===== config.mk =====
export PLATFORM = sky130hd
export DESIGN_NAME = qte_fifo
export DESIGN_NICKNAME = d
export VERILOG_FILES = /design/src/rtl/qte_pkg.sv /design/src/rtl/qte_fifo.sv
export SDC_FILE = /design/constraint.sdc
export NUM_CORES = 1
export LEC_CHECK = 0
export ABC_CLOCK_PERIOD_IN_PS = 6600
export BUFFER_PORTS_ARGS = -buffer_cell sky130_fd_sc_hd__buf_2
export CAP_MARGIN = 20
export CORE_MARGIN = 5
export CORE_UTILIZATION = 50
export DETAILED_ROUTE_END_ITERATION = 8
export PLACE_DENSITY = 0.7
export SETUP_SLACK_MARGIN = 0.3
export SLEW_MARGIN = 20
export SYNTH_ARGS = -nofsm -noshare
export SYNTH_HDL_FRONTEND = slang
export SYNTH_SLANG_ARGS = --single-unit

===== constraint.sdc =====
create_clock -name i_clk -period 6.6 [get_ports i_clk]
set_input_delay 0.66 -clock i_clk [delete_from_list [all_inputs] [get_ports i_clk]]
set_output_delay 0.66 -clock i_clk [all_outputs]
set_load 0.03 [all_outputs]

===== src/rtl/qte_pkg.sv =====
// Shared types, constants and the arctangent table for the quaternion to Euler block.
package qte_pkg;

    localparam int ANGLE_ITERATIONS = 16;
    localparam int TABLE_LEN        = 32;
    localparam int NITER            = (ANGLE_ITERATIONS < TABLE_LEN) ? ANGLE_ITERATIONS
                                                                     : TABLE_LEN;
    // Lane stages: prepare, six coarse shifts, final doubling, then the rotations.
    localparam int LANE_DEPTH       = 8 + NITER;
    localparam int SQRT_DEPTH       = 33;
    localparam int QDEPTH           = 4;
    localparam int QAW              = $clog2(QDEPTH);

    localparam logic signed [63:0] NORM_LIMIT = 64'sd1 <<< 59;
    localparam logic signed [34:0] ONE_Q30    = 35'sd1 <<< 30;

    localparam logic [31:0] ATAN_TAB [TABLE_LEN] = '{
        32'd536870912, 32'd316933406, 32'd167458907, 32'd85004756, 32'd42667331,
        32'd21354465, 32'd10679838, 32'd5340245, 32'd2670163, 32'd1335087,
        32'd667544, 32'd333772, 32'd166886, 32'd83443, 32'd41722, 32'd20861,
        32'd10430, 32'd5215, 32'd2608, 32'd1304, 32'd652, 32'd326, 32'd163,
        32'd81, 32'd41, 32'd20, 32'd10, 32'd5, 32'd3, 32'd1, 32'd1, 32'd0
    };

    typedef struct packed {
        logic signed [15:0] quat_x;
        logic signed [15:0] quat_y;
        logic signed [15:0] quat_z;
        logic signed [15:0] quat_w;
    } t_quat_in;

    typedef struct packed {
        logic signed [15:0] roll_angle;
        logic signed [15:0] pitch_angle;
        logic signed [15:0] yaw_angle;
        logic               pitch_clamped;
    } t_euler_out;

    // Classified item handed from the front end to the back end.
    typedef struct packed {
        logic signed [34:0] roll_num;
        logic signed [34:0] roll_den;
        logic signed [34:0] yaw_num;
        logic signed [34:0] yaw_den;
        logic signed [31:0] sin_arg;
        logic               clamped;
    } t_front_item;

endpackage


===== src/rtl/qte_fifo.sv =====
// Short queue that decouples the front end from the back end.
module qte_fifo (
    input  logic                 i_clk,
    input  logic                 i_rst_n,
    input  logic                 i_push,
    input  qte_pkg::t_front_item i_data,
    output logic                 o_valid,
    output qte_pkg::t_front_item o_data,
    output logic [qte_pkg::QAW:0] o_count
);
    import qte_pkg::*;

    t_front_item      mem [QDEPTH];
    logic [QAW-1:0]   r_wptr, r_rptr;
    logic [QAW:0]     r_count;
    logic             r_valid;
    t_front_item      r_data;
    logic             n_pop;

    assign n_pop = (r_count != '0);

    always_ff @(posedge i_clk) begin
        if (i_push) begin
            mem[r_wptr] <= i_data;
        end
        if (n_pop) begin
            r_data <= mem[r_rptr];
        end
    end

    always_ff @(posedge i_clk) begin
        if (!i_rst_n) begin
            r_wptr  <= '0;
            r_rptr  <= '0;
            r_count <= '0;
            r_valid <= 1'b0;
        end else begin
            r_valid <= n_pop;
            if (i_push) begin
                r_wptr <= r_wptr + 1'b1;
            end
            if (n_pop) begin
                r_rptr <= r_rptr + 1'b1;
            end
            r_count <= r_count + (QAW+1)'(i_push) - (QAW+1)'(n_pop);
        end
    end

    assign o_valid = r_valid;
    assign o_data  = r_data;
    assign o_count = r_count;
endmodule


==> results of run 1 <==
## where the power goes
part,total [uW],internal [uW],switching (uW)
Sequential,7660,7250,404
Clock,4900,2940,1960
Combinational,3840,1340,2490
Total,16400,11500,4860
## per-layer routing
| layer | vias up | share of wire [%] |
|---|---|---|
| li1 | 5649 | - |
| met1 | 6765 | 41 |
| met4 | 32 | 1.6 |
| met3 | 98 | 9.0 |
| met5 | - | 0.37 |
| met2 | 469 | 48 |
## worst max path at each step
stage / startpoint / to / depth (start not counted)
6_report: o_count[1] / o_count[2] / 7
5_1_grt: r_rptr[0] / o_data[138] / 2
3_3_place_gp: i_push / mem[2][97] / 3
2_1_floorplan: o_count[1] / o_count[1] / 6
4_1_cts: o_count[1] / o_count[2] / 7
3_5_place_dp: i_push / mem[2][101] / 3
## cell families (layout without fill, tap and decap cells)
| group | count (synthesis) | in the layout |
|---|---|---|
| DFF | 873 | 873 |
| muxes | 175 | 175 |
| xor gates and xnor gates | 2 | 2 |
| buffers and inverters | 45 | 524 |
| adders and majority gates | 7 | 7 |
| AOI/OAI and AO/OA | 1 | 1 |
| and+or+nand+nor | 15 | 15 |
| other | 0 | 7 |
## cells in the mapped netlist (all sizes together) (2+ instances only)
master | instances | area share [%]
inv | 6 | 0.074
and2 | 9 | 0.18
dfxtp | 8 | 0.52
mux4 | 173 | 13
ha | 6 | 0.25
buf | 38 | 1.0
edfxtp | 865 | 85
mux2i | 2 | 0.065
## critical path, stage by stage (launching register included)
cell	delay, ns
dfxtp_1	0.35
or3_4	0.72
ha_1	0.42
inv_1	0.04
ha_1	0.19
fa_1	0.40
xnor3_1	0.17
and2_1	0.16
## state kept, by name, indices dropped and copies added, names as in the netlist
register and count:
r_rptr 2, o_data 173, o_valid 1, o_count 3, r_wptr 2, mem 692
## through the flow
step	worst slack (ns)	hold WS (ns)	instance area [sq um]
floorplan	0.590	0.528	30600
global placement	3.77	0.557	33200
detailed placement	3.78	0.579	33200
CTS	4.00	0.214	36100
global route	3.85	0.235	36100
finish	4.04	0.260	36100
## final cells by class
type	instances	area (sq um)	share of cell area, %
sequential	873	26100	72.4
antenna	7	17.5	0.0485
multi-input combinational	200	4160	11.5
timing repair buffer	360	1910	5.29
inverter	6	22.5	0.0624
clock inverter	44	478	1.32
tap	782	978	2.71
clock buffer	114	2380	6.60
## layout by cell type (no fill, tap or decap)
cell,count
clkinv_1,12
xnor3_1,1
nor2b_1,1
nor3b_1,1
and2_1,5
buf_4,1
nor4_1,1
inv_8,1
xor2_1,1
ha_1,6
dfxtp_1,6
nand2_1,1
clkinv_2,16
dfxtp_4,2
inv_1,6
or3_4,1
and2_4,4
buf_2,352
mux4_2,173
mux2i_1,2
clkbuf_1,21
diode_2,7
clkbuf_8,2
buf_12,7
clkinvlp_4,2
fa_1,1
o31a_1,1
nand2b_1,1
inv_6,3
bufinv_16,10
edfxtp_1,865
clkbuf_16,91
==> run_results.csv, run 1 <==
group,metric,value,unit
pwr,leakagePower,0.0121,uW
logic_synthesis,dominantRegCellSynth,"edfxtp_1",
clock_network,numCtsBuffers,87,
global_routing,met2_usage,26.5,%
logic_synthesis,synth_compound_area_share,0.0286,%
floorplan,rows,90,
logic_synthesis,syn-cell-area,30600,sq um
cells_and_area,drive_gt1_share,41.6,%
timing,finalSetupTns,0,ns
clock_network,cts_hold_buf,0,
setup_path,reg2reg_slack,4.04,ns
run,drv_cap,0,
timing,finalCritPeriodShare,38.7,%
clock_network,cts_post_setup_buffers_inserted,0,
placed_design,hpwlAfterDp,32200,um
cells_and_area,area_growth,17.9,%
floorplan,fp.dieH,257,um
hold_path,hold-path-endpoint,"mem[0][46]",
global_routing,antenna_found_initial,27,
global_routing,grt_overflow,0,
setup_path,reg2reg_depth,7,
global_routing,grt_pass1_vias,13900,
routing,vias,13000,
cells_and_area,fin_nets,1711,
setup_path,path_class,"reg2reg",
setup_path,r2r_end,"o_count[2]",
floorplan,core_area,60500,sq um
logic_synthesis,yosys_warnings,0,
routing,vias_per_cell,5.45,
floorplan,initial_core_util,50.6,%
hold_path,min_path_type,"in2reg",
hold_path,hp-start,"i_data[46]",
clock_network,clk_pin_slew_worst_paths,0.06,ns
logic_synthesis,synth_area_per_cell,27.4,sq um
logic_synthesis,ys_types,23,
timing,setup_viol,0,
logic_synthesis,seq_area_frac_synth,85.4,%
global_routing,grt_busiest_layer,"met2",
placed_design,port_buffers,352,
logic_synthesis,syn_nets,1301,
clock_network,clk_latency,0.61,ns
hold_path,hold_depth,1,
clock_network,cts_tree,"yes",
placed_design,dp.cells,2221,
setup_path,arrival,3.05,ns
pwr,power.total,16400,uW
cells_and_area,stdcell_count,2386,
floorplan,ioPinCount,353,
logic_synthesis,async_reset_ff_share,0,%
outcome,outcome,"completed",
pwr,p_per_area,454,nW/um^2
setup_path,path_max_fanout,49,
timing,worst_pin_slew,1.17,ns
pwr,vdd_drop_max,0.000330,V
global_routing,grt_max_degree,154,
logic_synthesis,ys_seq_elements,873,
cells_and_area,nFillCells,4178,
timing,final_max_slew_viol_count,0,
setup_path,r2r_start,"o_count[1]",
routing,drc,0,
logic_synthesis,synth-simple-area-share,0.302,%
clock_network,root_buffer,"clkbuf_16",
global_routing,grt_use_met1,24.9,%
placed_design,gp_congestion,0.713,
setup_path,critPathLaunchType,"flip-flop",
logic_synthesis,synthMuxAreaShare,12.8,%
clock_network,cts_buffer_depth,3,
global_routing,grt_usage,17.5,%
logic_synthesis,synth_edf_count,865,
clock_network,cts_resized,0,
setup_path,cp.required,7.09,ns
logic_synthesis,synth_top_family_by_area,"multiplexers",
routing,drtIter0Drc,1069,
floorplan,die_area,66300,sq um
logic_synthesis,synth_xor_area_share,0.102,%
floorplan,die_x,257,um
routing,first_pass_iters,5,
cells_and_area,fin_util,59.7,%
routing,wirelength,58200,um
timing,relSlewSlack,22.0,%
clock_network,cts_max_level,3,
logic_synthesis,synthCells,1118,
routing,ant_nets,0,
timing,clock_skew,0.0213,ns
global_routing,grt_pass1_wl,87900,um
timing,fmax,0.391,GHz
clock_network,clkSinkCount,873,
timing,hold_violations,0,
routing,wl_per_cell,24.4,um
setup_path,end_kind,"flip-flop",
logic_synthesis,synth_fa_ha_area_share,0.311,%
timing,post-route-min-period,2.56,ns
global_routing,met3_usage,6.00,%
timing,rsz0062_at_grt,"false",
Note: power is estimated with default switching activity, not from simulation.
==> run 2: changes to the inputs <==
--- a/config.mk
+++ b/config.mk
@@ -5,13 +5,13 @@
 export SDC_FILE = /design/constraint.sdc
 export NUM_CORES = 1
 export LEC_CHECK = 0
-export ABC_CLOCK_PERIOD_IN_PS = 6600
+export ABC_CLOCK_PERIOD_IN_PS = 2200
 export BUFFER_PORTS_ARGS = -buffer_cell sky130_fd_sc_hd__buf_2
 export CAP_MARGIN = 20
 export CORE_MARGIN = 5
 export CORE_UTILIZATION = 50
 export DETAILED_ROUTE_END_ITERATION = 8
-export PLACE_DENSITY = 0.7
+export PLACE_DENSITY = 0.73
 export SETUP_SLACK_MARGIN = 0.3
 export SLEW_MARGIN = 20
 export SYNTH_ARGS = -nofsm -noshare
==> constraint.sdc (replaced) <==
create_clock -name i_clk -period 2.2 [get_ports i_clk]
set_input_delay 0.22 -clock i_clk [delete_from_list [all_inputs] [get_ports i_clk]]
set_output_delay 0.22 -clock i_clk [all_outputs]
set_load 0.03 [all_outputs]
==> run_results.csv, run 2 (synthesized netlist as in run 1, its figures left out) <==
group,metric,value,unit
timing,setup_viol,0,
setup_path,r2r_end,"o_data[32]",
timing,final_max_slew_viol_count,0,
pwr,p_per_area,1280,nW/um^2
floorplan,die_area,66300,sq um
routing,wirelength,60500,um
outcome,outcome,"completed",
routing,wl_per_cell,23.5,um
setup_path,crit_start,"o_count[0]",
setup_path,cp.required,2.31,ns
setup_path,path_class,"reg2reg",
setup_path,endpoint,"o_data[32]",
timing,final.setup.worst_slack,0.182,ns
routing,drtIter0Drc,915,
cells_and_area,largest_reg_flops,692,
placed_design,hpwlAfterDp,34200,um
global_routing,grt_overflow,0,
timing,relSlewSlack,23.2,%
setup_path,critPathLaunchType,"flip-flop",
timing,rsz0062_at_grt,"true",
pwr,power.total,48600,uW
clock_network,clk_pin_slew_worst_paths,0.06,ns
setup_path,path_max_fanout,133,
routing,vias_per_cell,5.35,
cells_and_area,fin_nets,1907,
setup_path,cp_slowest_cell,"or3_4",
floorplan,die_x,257,um
clock_network,clk_latency,0.62,ns
floorplan,core_area,60500,sq um
global_routing,grt_pass1_wl,92000,um
hold_path,min_path_type,"in2reg",
setup_path,path_cells,"or3_4 -> buf_4 -> buf_12",
setup_path,arrival,2.13,ns
setup_path,reg2reg_depth,3,
pwr,vdd_drop_max,0.00117,V
timing,clock_skew,0.0234,ns
hold_path,hp-start,"i_data[147]",
global_routing,antenna_found_initial,11,
routing,drc,0,
placed_design,dp.cells,2241,
setup_path,r2r_start,"o_count[0]",
global_routing,grt_pass1_vias,14700,
cells_and_area,drive_gt1_share,38.7,%
timing,post-route-min-period,2.02,ns
cells_and_area,postLayoutCellArea,38000,sq um
cells_and_area,layout_common_cells,"edfxtp_1 (865), buf_2 (352), dlygate4sd3_1 (175), mux4_2 (173), clkbuf_16 (86)",
placed_design,pre_cts_ws,0.184,ns
clock_network,cts_max_level,3,
clock_network,numCtsBuffers,85,
cells_and_area,largest-register,"mem",
setup_path,slowest_delay,0.41,ns
timing,hold_ws,0.338,ns
floorplan,rows,90,
cells_and_area,nFillCells,3907,
clock_network,cts_tree,"yes",
cells_and_area,area_growth,24.1,%
floorplan,ioPinCount,353,
placed_design,gp_congestion,0.724,
timing,worst_pin_slew,1.15,ns
routing,first_pass_iters,4,
floorplan,fp.dieH,257,um
global_routing,grt_usage,18.3,%
timing,fmax,0.495,GHz
run,drv_cap,0,
floorplan,initial_core_util,50.6,%
timing,finalCritPeriodShare,91.7,%
timing,hold_violations,0,
setup_path,reg2reg_slack,0.18,ns
setup_path,end_kind,"flip-flop",
routing,ant_nets,0,
routing,vias,13800,
cells_and_area,stdcell_count,2574,
clock_network,clkSinkCount,873,
global_routing,grt_max_degree,134,
clock_network,cts_buffer_depth,3,
clock_network,root_buffer,"clkbuf_16",
placed_design,placed_area,33600,sq um
placed_design,port_buffers,352,
cells_and_area,final_common_cell,"edfxtp_1",
pwr,leakagePower,0.0129,uW
## run 2: worst min-delay path by stage
stage | endpoint | cells after the start
6_report | mem[2][147] | 2
5_1_grt | mem[1][127] | 2
4_1_cts | mem[3][131] | 2
3_5_place_dp | mem[2][131] | 1
3_3_place_gp | mem[0][2] | 1
2_1_floorplan | mem[0][0] | 0
## run 2: cell type report
type | count | area [sq um] | share of cell area (%)
Inverter | 6 | 22.5 | 0.0593
Clock buffer | 109 | 2240 | 5.89
Multi-Input combinational cell | 200 | 4210 | 11.1
Tap cell | 782 | 978 | 2.57
Antenna cell | 8 | 20.0 | 0.0527
Clock inverter | 38 | 335 | 0.882
Sequential cell | 873 | 26200 | 68.8
Timing Repair Buffer | 558 | 4030 | 10.6
## run 2: report_power, final
part           switching [uW]  internal [uW]  total [uW]
logic                    8060           4510       12600
clock network            5870           7580       13400
registers                 808          21700       22500
total                   14700          33800       48600
## run 2: layer usage
layer  track usage (%)  share of wire, %  up-vias
met5                 0             0.056        -
met1              24.1                39     7141
met3              5.54               8.2      101
li1                  -                 -     6026
met4              5.10               2.3        6
met2              30.2                51      507
## run 2: what timing repair did
item	in CTS	in global routing
buffers inserted	3	0
gates resized for setup	1	1
pin swaps	1	0
endpoints found under the hold margin	700	0
endpoints found under the setup margin	2	2
hold buffers	175	0
## run 2: critical path: cells and delay by family, from the launching register on
| family | cells | cell delay (ns) |
|---|---|---|
| and+or+nand+nor | 1 | 0.41 |
| DFF | 1 | 0.34 |
| buffers and inverters | 2 | 0.38 |
## run 2: stage by stage
step	TNS, ns	util (%)
floorplan	-4.24	-
global placement	0	55.6
detailed placement	0	55.6
CTS	0	62.8
global route	0	62.8
finish	0	62.8
==> run 3: changes to the inputs <==
--- a/config.mk
+++ b/config.mk
@@ -5,14 +5,14 @@
 export SDC_FILE = /design/constraint.sdc
 export NUM_CORES = 1
 export LEC_CHECK = 0
-export ABC_CLOCK_PERIOD_IN_PS = 2200
+export ABC_CLOCK_PERIOD_IN_PS = 2100
 export BUFFER_PORTS_ARGS = -buffer_cell sky130_fd_sc_hd__buf_2
 export CAP_MARGIN = 20
 export CORE_MARGIN = 5
 export CORE_UTILIZATION = 50
 export DETAILED_ROUTE_END_ITERATION = 8
-export PLACE_DENSITY = 0.73
-export SETUP_SLACK_MARGIN = 0.3
+export GPL_ROUTABILITY_DRIVEN = 0
+export PLACE_DENSITY = 0.7
 export SLEW_MARGIN = 20
 export SYNTH_ARGS = -nofsm -noshare
 export SYNTH_HDL_FRONTEND = slang
==> constraint.sdc (replaced) <==
create_clock -name i_clk -period 2.1 [get_ports i_clk]
set_input_delay 0.21 -clock i_clk [delete_from_list [all_inputs] [get_ports i_clk]]
set_output_delay 0.21 -clock i_clk [all_outputs]
set_load 0.03 [all_outputs]
==> run_results.csv, run 3 (synthesized netlist as in run 1, its figures left out) <==
group,metric,value,unit
outcome,outcome,"completed",
timing,finalCritPeriodShare,99.1,%
clock_network,numCtsBuffers,86,
routing,first_pass_iters,5,
cells_and_area,seqCellArea,26200,sq um
pwr,vdd_drop_max,0.00107,V
global_routing,grt_pass1_wl,93200,um
setup_path,end_kind,"flip-flop",
routing,wirelength,60900,um
placed_design,pre_cts_ws,0.0798,ns
clock_network,clk_pin_slew_worst_paths,0.06,ns
clock_network,cts_max_level,3,
cells_and_area,final_common_cell,"edfxtp_1",
cells_and_area,drive_gt1_share,39.3,%
setup_path,path_max_fanout,95,
global_routing,grt_max_degree,96,
timing,fmax,0.481,GHz
setup_path,slowest_delay,0.41,ns
pwr,p_int,36200,uW
pwr,swShare,30.2,%
clock_network,cts_tree,"yes",
pwr,p_switching,15700,uW
floorplan,die_x,257,um
hold_path,min_path_type,"in2reg",
run,drv_cap,0,
routing,drtIter0Drc,905,
cells_and_area,area_growth,25.6,%
timing,final.setup.worst_slack,0.0197,ns
placed_design,placed_area,34000,sq um
setup_path,arrival,2.32,ns
routing,drc,0,
setup_path,critPathLaunchType,"flip-flop",
floorplan,fp.dieH,257,um
global_routing,grt_usage,18.3,%
global_routing,antenna_found_initial,13,
floorplan,die_area,66300,sq um
clock_network,clkSinkCount,873,
setup_path,path_class,"reg2reg",
pwr,p_clk_share,28.0,%
clock_network,root_buffer,"clkbuf_16",
timing,post-route-min-period,2.08,ns
timing,hold_violations,0,
cells_and_area,postLayoutCellArea,38400,sq um
timing,setup_viol,0,
floorplan,initial_core_util,50.6,%
cells_and_area,fin_nets,1932,
pwr,combinationalPowerShare,26.6,%
clock_network,cts_buffer_depth,3,
floorplan,core_area,60500,sq um
floorplan,ioPinCount,353,
pwr,p_seq_share,45.4,%
clock_network,clk_latency,0.62,ns
placed_design,port_buffers,352,
setup_path,cp.required,2.34,ns
floorplan,rows,90,
setup_path,path_cells,"or3_4 -> buf_12 -> buf_16",
setup_path,cp_slowest_cell,"or3_4",
cells_and_area,largest-register,"mem",
timing,relSlewSlack,55.7,%
routing,vias_per_cell,5.38,
clock_network,cts_post_setup_buffers_inserted,0,
routing,ant_nets,0,
timing,rsz0062_at_grt,"false",
cells_and_area,largest_reg_flops,692,
global_routing,grt_overflow,0,
global_routing,grt_pass1_vias,15100,
timing,worst_pin_slew,0.665,ns
timing,final_max_slew_viol_count,0,
pwr,leakagePower,0.0131,uW
routing,vias,14000,
timing,clock_skew,0.0188,ns
routing,wl_per_cell,23.3,um
cells_and_area,nFillCells,3911,
cells_and_area,multi_input_area,4200,sq um
cells_and_area,layout_common_cells,"edfxtp_1 (865), buf_2 (352), dlygate4sd3_1 (175), mux4_2 (173), clkbuf_16 (87)",
pwr,p_per_area,1350,nW/um^2
placed_design,hpwlAfterDp,35600,um
[run 3: cell count changes in the layout (fill, tap and decap cells not counted), sizes merged, moves of 2 or more]
cell      change
inv           +3
bufinv        +2
clkinv        +4
diode         +2
buf          +24
clkinvlp      -2
[run 3: layout make-up]
cell class,count,share of cell area (%)
Sequential cell,873,68.0
Antenna cell,10,0.0651
Tap cell,782,2.55
Inverter,6,0.0586
Clock inverter,45,1.06
Timing Repair Buffer,582,11.4
Clock buffer,110,5.89
Multi-Input combinational cell,200,10.9
[run 3: metrics by stage]
step | util, % | power (uW) | setup TNS (ns) | hold slack [ns] | std cells
6_report | 63.6 | 51900 | 0 | 0.342 | 2608
4_1_cts | 63.5 | 52500 | 0 | 0.293 | 2598
3_3_place_gp | 56.2 | 37500 | 0 | 0.419 | 2268
5_1_grt | 63.6 | 54100 | 0 | 0.309 | 2605
3_5_place_dp | 56.2 | 37700 | 0 | 0.426 | 2268
2_1_floorplan | - | 33000 | -67.86 | 0.309 | 1118
[run 3: layer usage]
layer,vias to the layer above,global-route usage (%),wire length [um]
li1,6111,-,-
met2,473,29.2,29900
met1,7369,25.4,25000
met4,6,4.52,972
met5,-,0,35
met3,75,5.37,4910
[run 3: path summary, 6_finish.rpt]
kind / from / endpoint / slack (ns) / cells past startpoint
setup reg to reg: o_count[1] / o_data[49] / 0.02 / 3
setup / recovery: o_count[1] / o_data[49] / 0.02 / 3
hold reg to reg: r_wptr[1] / r_wptr[1] / 0.56 / 2
hold / removal: i_data[138] / mem[2][138] / 0.34 / 2
[run 3: worst max-delay path, delay by kind of cell, from the launching register on]
family                 cells  cell delay [ns]
buffers and inverters      2             0.59
and+or+nand+nor            1             0.41
DFF                        1             0.36
[run 3: what timing repair did]
item	CTS	global route
hold buffers	175	0
hold endpoints to repair	700	0
endpoints found under the setup margin	0	18
gates resized for setup	0	1
[run 3: power groups by stage]
| stage | logic [uW] | clock network, uW | registers [uW] |
|---|---|---|---|
| finish | 13800 | 14500 | 23600 |
| global route | 14600 | 15700 | 23800 |
| CTS | 14100 | 14800 | 23600 |
| detailed placement | 13800 | 0 | 23900 |
| global placement | 13600 | 0 | 23900 |
| floorplan | 5430 | 0 | 27600 |
